<file path="src/design/wtc_pkg.sv">
package wtc_pkg;

  localparam int DEF_MAX_WINDOW_TOKENS = 512;
  localparam int DEF_MAX_SECTION_BYTES = 1048576;
  localparam int DEFAULT_WINDOW        = 220;

  // x / 5 as (x * 3277) >> 14, exact for x below 16384
  localparam int DIV5_MUL   = 3277;
  localparam int DIV5_SHIFT = 14;

  localparam int BYTE_W  = 8;
  localparam int START_W = 20;
  localparam int END_W   = 21;
  localparam int CNT_W   = 10;
  localparam int CHUNK_W = 16;
  localparam int CFG_W   = 16;
  localparam int CFG_IW  = 3;
  localparam int WIN_CFG_W = 10;

  localparam logic [BYTE_W-1:0] CH_SPACE  = 8'd32;
  localparam logic [BYTE_W-1:0] CH_WS_LO  = 8'd9;
  localparam logic [BYTE_W-1:0] CH_WS_HI  = 8'd13;

  typedef enum logic [CFG_IW-1:0] {
    CFG_WINDOW  = 3'd0,
    CFG_OVERLAP = 3'd1,
    CFG_TOK_LIM = 3'd2,
    CFG_DOC_LIM = 3'd3,
    CFG_EMB_LIM = 3'd4
  } cfg_idx_t;

  typedef struct packed {
    logic [BYTE_W-1:0] text_byte;
    logic              first_of_document;
    logic              last_of_section;
  } in_word_t;

  typedef struct packed {
    logic               valid;
    logic [START_W-1:0] chunk_start;
    logic [END_W-1:0]   chunk_end;
    logic [CNT_W-1:0]   window_token_count;
    logic [CNT_W-1:0]   token_budget;
    logic [CHUNK_W-1:0] chunk_number;
    logic               section_done;
  } res_word_t;

endpackage

</file>
<file path="src/design/wtc_budget.sv">
module wtc_budget import wtc_pkg::*; #(
  parameter int MAX_WINDOW_TOKENS = DEF_MAX_WINDOW_TOKENS,
  parameter int WBW = $clog2(MAX_WINDOW_TOKENS + 1)
) (
  input  logic              clk,
  input  logic              rst_n,
  input  logic              cfg_we,
  input  logic [CFG_IW-1:0] cfg_index,
  input  logic [CFG_W-1:0]  cfg_wdata,
  output logic [WBW-1:0]    budget,
  output logic [WBW-1:0]    step
);

  localparam int RST_B = (DEFAULT_WINDOW > MAX_WINDOW_TOKENS) ? MAX_WINDOW_TOKENS
                                                              : DEFAULT_WINDOW;
  localparam int PW = WBW + 12;

  logic [WIN_CFG_W-1:0] win_r, ovl_r;
  logic [CFG_W-1:0]     tok_lim_r, doc_lim_r, emb_lim_r;
  logic [WBW-1:0]       budget_r, step_r;

  logic [WIN_CFG_W-1:0] w_def;
  logic [WBW-1:0]       w_sat, w_div5, ov_sel, b_min, ov2;
  logic [PW-1:0]        prod;

  always_ff @(posedge clk) begin
    if (!rst_n) begin
      win_r     <= WIN_CFG_W'(DEFAULT_WINDOW);
      ovl_r     <= '0;
      tok_lim_r <= '0;
      doc_lim_r <= '0;
      emb_lim_r <= '0;
    end else if (cfg_we) begin
      case (cfg_idx_t'(cfg_index))
        CFG_WINDOW:  win_r     <= cfg_wdata[WIN_CFG_W-1:0];
        CFG_OVERLAP: ovl_r     <= cfg_wdata[WIN_CFG_W-1:0];
        CFG_TOK_LIM: tok_lim_r <= cfg_wdata;
        CFG_DOC_LIM: doc_lim_r <= cfg_wdata;
        CFG_EMB_LIM: emb_lim_r <= cfg_wdata;
        default: ;
      endcase
    end
  end

  always_comb begin
    w_def = (win_r == '0) ? WIN_CFG_W'(DEFAULT_WINDOW) : win_r;
    if (CFG_W'(w_def) > CFG_W'(MAX_WINDOW_TOKENS)) begin
      w_sat = WBW'(MAX_WINDOW_TOKENS);
    end else begin
      w_sat = WBW'(w_def);
    end
    prod   = PW'(w_sat) * PW'(DIV5_MUL);
    w_div5 = WBW'(prod >> DIV5_SHIFT);
    ov_sel = (CFG_W'(ovl_r) >= CFG_W'(w_sat)) ? w_div5 : WBW'(ovl_r);
    b_min  = w_sat;
    if (tok_lim_r != '0 && tok_lim_r < CFG_W'(b_min)) b_min = WBW'(tok_lim_r);
    if (doc_lim_r != '0 && doc_lim_r < CFG_W'(b_min)) b_min = WBW'(doc_lim_r);
    if (emb_lim_r != '0 && emb_lim_r < CFG_W'(b_min)) b_min = WBW'(emb_lim_r);
    if (b_min == '0) b_min = WBW'(1);
  end

  assign ov2 = (ov_sel > b_min - WBW'(1)) ? b_min - WBW'(1) : ov_sel;

  always_ff @(posedge clk) begin
    if (!rst_n) begin
      budget_r <= WBW'(RST_B);
      step_r   <= WBW'(RST_B);
    end else begin
      budget_r <= b_min;
      step_r   <= b_min - ov2;
    end
  end

  assign budget = budget_r;
  assign step   = step_r;

endmodule

</file>
<file path="config.mk">
export PLATFORM = sky130hd
export DESIGN_NAME = wtc_budget
export DESIGN_NICKNAME = d
export VERILOG_FILES = /design/src/design/wtc_pkg.sv /design/src/design/wtc_budget.sv
export SDC_FILE = /design/constraint.sdc
export NUM_CORES = 1
export LEC_CHECK = 0
export ABC_AREA = 1
export CAP_MARGIN = 25
export CORE_AREA = 5 5 107 109
export CTS_BUF_LIST = sky130_fd_sc_hd__clkbuf_8
export CTS_CLUSTER_DIAMETER = 80
export DETAILED_ROUTE_END_ITERATION = 10
export DIE_AREA = 0 0 112 114
export DONT_BUFFER_PORTS = 1
export PLACE_DENSITY = 0.85
export SYNTH_ARGS = -nofsm -noshare
export SYNTH_HDL_FRONTEND = slang
export SYNTH_SLANG_ARGS = --single-unit
</file>
<file path="constraint.sdc">
create_clock -name clk -period 17.4 [get_ports clk]
set_clock_uncertainty 0.1 [all_clocks]
set_input_delay 0.87 -clock clk [delete_from_list [all_inputs] [get_ports clk]]
set_output_delay 0.87 -clock clk [all_outputs]
set_load 0.01 [all_outputs]
</file>
* After elaboration in Yosys (flattened, before gate mapping) *
Cells that the tools add are included.
W data, S select, Z words.

word-level totals
  flip-flop bits (word level) = 88
  word-level logic and storage cells = 42

cells by class
  order comparisons = 6
  add/subtract/negate cells = 2
  equality and inequality tests = 4
  reduce and logical (&&, ||, !) cells = 14
  muxes and demuxes = 8
  multiply operators = 1

operators with widths
  kind                      number
  $mux W10                  8
  $lt A16 B10 Y1            3
  $reduce_bool A16 Y1       3
  $mul A10 B12 Y22 const B  1
  $logic_not A10 Y1         2
  $ge A10 B10 Y1            1
  $gt A10 B10 Y1            1
  $gt A10 B10 Y1 const B    1
  $reduce_and A2 Y1         5
  $sub A10 B1 Y10 const B   1
  $sub A10 B10 Y10          1
  $eq A3 B2 Y1 const B      2
  $eq A3 B1 Y1 const B      1
  $eq A3 B3 Y1 const B      1
  $logic_and A1 B1 Y1       3
  $logic_not A3 Y1          1

* Depth between registers and ports, before layout *
  depth in word-level cells = 19
  gate-level depth with buffers = 80

* Worst setup path before layout *
Ideal clock, no wire load.

  kind = flip-flop to flip-flop
  from = reg win_r[9]
  to = reg step_r[8], in the netlist step[8]
  arrival = 8.780 ns
  setup time = 0.070 ns
  setup slack = 8.450 ns
  path buffers = 5
  stages on the path, launching flop included = 60
  clock period less this slack = 8.950 ns
  data required time = 17.230 ns
  path through = dfxtp_1 buf_6 nor2_4 nand2_2 nor2_4 nand2_2 nand3_1 nand2_1 inv_1 a21oi_1 inv_1 ha_1 nand2_1 nor2_1 a211oi_1 nand2_1 nand2_2 nand2_4 [24 not listed] o21ai_0 a21boi_0 o21ai_0 nand2_1 inv_1 buf_1 o21ai_0 ha_1 fa_1 o21ai_0 a21oi_1 nor2_1 nor2_1 inv_1 a21oi_1 o21ai_0 o21ai_0 a21oi_1

between the ends
  cells in the longest elaborated chain, start to end = 19
  elaborated cells on any way between the ends = 22
  classes of those cells = add/sub: 2; mul: 1; order compare: 6; mux: 8; reduce/logical: 5

ends and longest elaborated chain
  element                   line              RTL
  start: declaration        wtc_budget.sv:18  logic [WIN_CFG_W-1:0] win_r, ovl_r;
  start signal: assignment  wtc_budget.sv:28  win_r <= WIN_CFG_W'(DEFAULT_WINDOW);
  start signal: assignment  wtc_budget.sv:35  CFG_WINDOW: win_r <= cfg_wdata[WIN_CFG_W-1:0];
  $logic_not A10 Y1         wtc_budget.sv:46  w_def = (win_r == '0) ? WIN_CFG_W'(DEFAULT_WINDOW) : win_r;
  $mux W10 *                wtc_budget.sv:46
  $gt A10 B10 Y1            wtc_budget.sv:47  if (CFG_W'(w_def) > CFG_W'(MAX_WINDOW_TOKENS)) begin
  $mux W10 *                wtc_budget.sv:47
  $lt A16 B10 Y1            wtc_budget.sv:56  if (tok_lim_r != '0 && tok_lim_r < CFG_W'(b_min)) b_min = WBW'(tok_lim_r);
  $logic_and A1 B1 Y1       wtc_budget.sv:56
  $mux W10                  wtc_budget.sv:56
  $lt A16 B10 Y1            wtc_budget.sv:57  if (doc_lim_r != '0 && doc_lim_r < CFG_W'(b_min)) b_min = WBW'(doc_lim_r);
  [3 not listed]            -
  $logic_and A1 B1 Y1       wtc_budget.sv:58  if (emb_lim_r != '0 && emb_lim_r < CFG_W'(b_min)) b_min = WBW'(emb_lim_r);
  $mux W10                  wtc_budget.sv:58
  $logic_not A10 Y1         wtc_budget.sv:59  if (b_min == '0) b_min = WBW'(1);
  $mux W10                  wtc_budget.sv:59
  $sub A10 B1 Y10           wtc_budget.sv:62  assign ov2 = (ov_sel > b_min - WBW'(1)) ? b_min - WBW'(1) : ov_sel;
  $gt A10 B10 Y1            wtc_budget.sv:62
  $mux W10                  wtc_budget.sv:62
  $sub A10 B10 Y10 *        wtc_budget.sv:70  step_r <= b_min - ov2;
  end signal: assignment    wtc_budget.sv:67  step_r <= WBW'(RST_B);
  end signal: assignment    wtc_budget.sv:70
  end: declaration          wtc_budget.sv:20  logic [WBW-1:0] budget_r, step_r;

Every way passes the cells marked *; elsewhere a longest branch is shown, timed or not.
A chain may end at the register's enable or synchronous reset.

* Worst setup path in the final report *
  from = reg win_r[9]
  to = reg step_r[9], in the netlist step[9]

Same word-level chain as after synthesis.

==> results.md <==
- Resize count post-CTS: 0
- Placer Congestion: 0.9306
- DRC: 0
- Yosys warning total: 0
- Synth-to-Final Area Change: 4.517%
- Final Hold Viols: 0
- Outcome: finished, final reports clean
- Ys async rst share: 0%
- 1st-pass router iterations: 5
- Detailed Route WL: between 15 and 20 mm
- Clock root buffer: clkbuf_8
- Postcts setup bufs: 0
- Post-synth EDFFs: 0
- Die ar.: between 10000 and 15000 sq um
- Syn Inst Count: around 950
- Clk sinks: 88
- CP most frequent cell: nand2_1
- Max-cap violations: 0
- IO Count: 42
- Top post-synthesis cells by area: dfxtp_1 (25%), ha_1 (20%), fa_1 (7.6%)
- Initial antenna violation count: 0
- Hold Buf Count CTS: 0
- Final count of negative-setup-slack endpoints: 0
- Filler cell count: 831
- Final WS setup: about 7.3 ns
- First-pass GRT wire length: about 29 mm
- Clk slew on worst S/H paths: about 0.090 ns
- CP max-delay cell: a41oi_1
- Maximum vdd drop: 76.31 uV
- Power per Cell Area: around 120 nW/um^2
- Layout Nets: approximately 1100
- CP peak stage delay: 0.62 ns
- Netlist Area Pre-Place: about 7000 sq um
- Leak Pwr: 3.758 nW
- Core area: 10510 sq um
- Average cell area after synthesis: between 7 and 8 sq um
- Clock Path Buffers: 2
- Sequential share of the synthesized area: about 25%
- Cell accounting for the most synthesized area: dfxtp_1
- Cell variety after synth: 45
- RSZ-0062 raised after global routing: no
- CTS tree: yes
- Hold slack: 0.3520 ns
- Critical path type: reg -> reg
- Pin count of the biggest net entering global routing: between 80 and 90
- Worst slew margin: 39.47%
- Vias in the first global route: just over 6000
- Yosys reg bits: 88
- Die Wd: ~110 um
- Initial cell density of the core: between 60% and 70%
- First-iteration detailed-routing DRC count: a little over 500
- Top cell type's share of synthesized area: 24.65%
- Min-Delay Path Class: reg -> reg
- Critical Path RT: ~18 ns
- Worst-Margin Slew: ~0.9 ns
- Port Buffers: 0
- CTS H-tree depth: 3
- Cell Rows: 38
- Num CTS Buffers: 9
- Crit share post-route: between 50% and 60%
- Tmin final: 10.10 ns
- HPWL after DPL: approximately 13 mm
- Most common cell after layout, fill and taps aside: inv_1
- GRT overflow: 0
- Setup total negative slack: 0 ns
- Dpl ws: roughly 7.6 ns
- GRT Util Overall: about 28%
- Antenna Nets Post-Route: 0
- Clk Latency, worst-skew pair: ~0.37 ns
- Arr. time, crit path: ~10 ns
- Avg WL per Cell: ~16 um
- Share of cells above drive strength 1: under 10%
- Max Clk Rate: 99.05 MHz
- ANT cells: 0
- Fin. max-slew vios: 0
- Ys flop type: dfxtp_1
- Vias/cell: 5.730
- CP Capture Type: register
- Startpoint Class: register
- Crit-path max FO: 18
- Synth Net Count: about 1100
- DR vias: ~6200
- R2R depth: a little under 60
- Most frequent cells in the layout: inv_1 (139), nand2_1 (128), nor2_1 (118)
- Worst hold path cell count: 2
- Die extent in y: around 110 um
report_power, final:
part,total [mW],switching (mW),internal [mW]
combinational,0.500,0.310,0.190
sequential,0.242,0.0184,0.224
clock,0.176,0.0799,0.0960
metrics by stage:
stage | area [sq um] | instances | utilization (%) | power, mW
finish | 7470 | 1084 | 71.09 | 0.9176
global route | 7470 | 1084 | 71.09 | 1.003
CTS | 7455 | 1083 | 70.95 | 0.9151
detailed placement | 7212 | 1067 | 68.64 | 0.7375
global placement | 7212 | 1067 | 68.64 | 0.7198
floorplan | 7147 | 953 | - | 0.6369
layer usage:
metal / vias to the layer above / share of wire, % / track usage [%]
met3: 49 / 7.1 / 5.093
li1: 3099 / - / -
met1: 2825 / 43 / 35.85
met2: 238 / 46 / 46.08
met4: 0 / 3.2 / 10.82
met5: - / 0 / 0
cells by family (layout without fill, tap and decap cells):
| kind of cell | after synthesis | count (layout) | share of synthesized area, % |
|---|---|---|---|
| adder cells (fa/ha/maj) | 141 | 141 | 27.52 |
| flip-flops | 88 | 88 | 24.65 |
| buffers and inverters | 172 | 163 | 9.366 |
| XOR/XNOR | 16 | 16 | 2.171 |
| AO/OA/AOI/OAI | 217 | 217 | 16.54 |
| AND/OR/NAND/NOR | 318 | 318 | 19.61 |
| multiplexers | 1 | 1 | 0.1401 |
state kept, by name (all words and copies together), names as in the netlist:
register,cells
tok_lim_r,16
doc_lim_r,16
budget,10
emb_lim_r,16
step,10
win_r,10
ovl_r,10
synth_stat cells, types with 3 or more instances:
cell and number:
nand2_1 128, a211oi_1 3, xor2_1 10, o211ai_1 7, ha_1 114, nor2_1 118
nor3_1 4, nand2_4 4, o21ai_1 5, nor4_1 9, dfxtp_1 88, a21oi_1 84
a41oi_1 3, nand2_2 14, clkbuf_1 25, nand4_1 4, o21ai_0 98, nand3_1 26
inv_1 138, fa_1 27, nor2_4 4, o21ai_2 4, xnor2_1 4, inv_2 3
path summary, 6_finish.rpt:
path / from / to / slack [ns]
worst max register to register: win_r[9] / step[9] / 7.30
worst min register to register: doc_lim_r[13] / doc_lim_r[13] / 0.35
worst max-delay path: win_r[9] / step[9] / 7.30
worst min-delay path: doc_lim_r[13] / doc_lim_r[13] / 0.35
final cells by class:
cell class	instances	area [sq um]	share of cell area [%]
clock inverter	7	118.9	1.591
timing repair buffer	4	37.54	0.5025
multi-input combinational	693	4716	63.13
tap	140	175.2	2.345
sequential	88	1762	23.58
inverter	143	536.8	7.186
clock buffer	9	123.9	1.658
critical path, delay by kind of cell, from the launching register on:
family | cells | cell delay, ns
flip-flops | 1 | 0.55
adder cells (fa/ha/maj) | 6 | 1.79
AO/OA/AOI/OAI | 18 | 3.90
AND/OR/NAND/NOR | 29 | 2.90
buffers and inverters | 6 | 0.77
No activity file was read; power rests on OpenSTA's default activity.
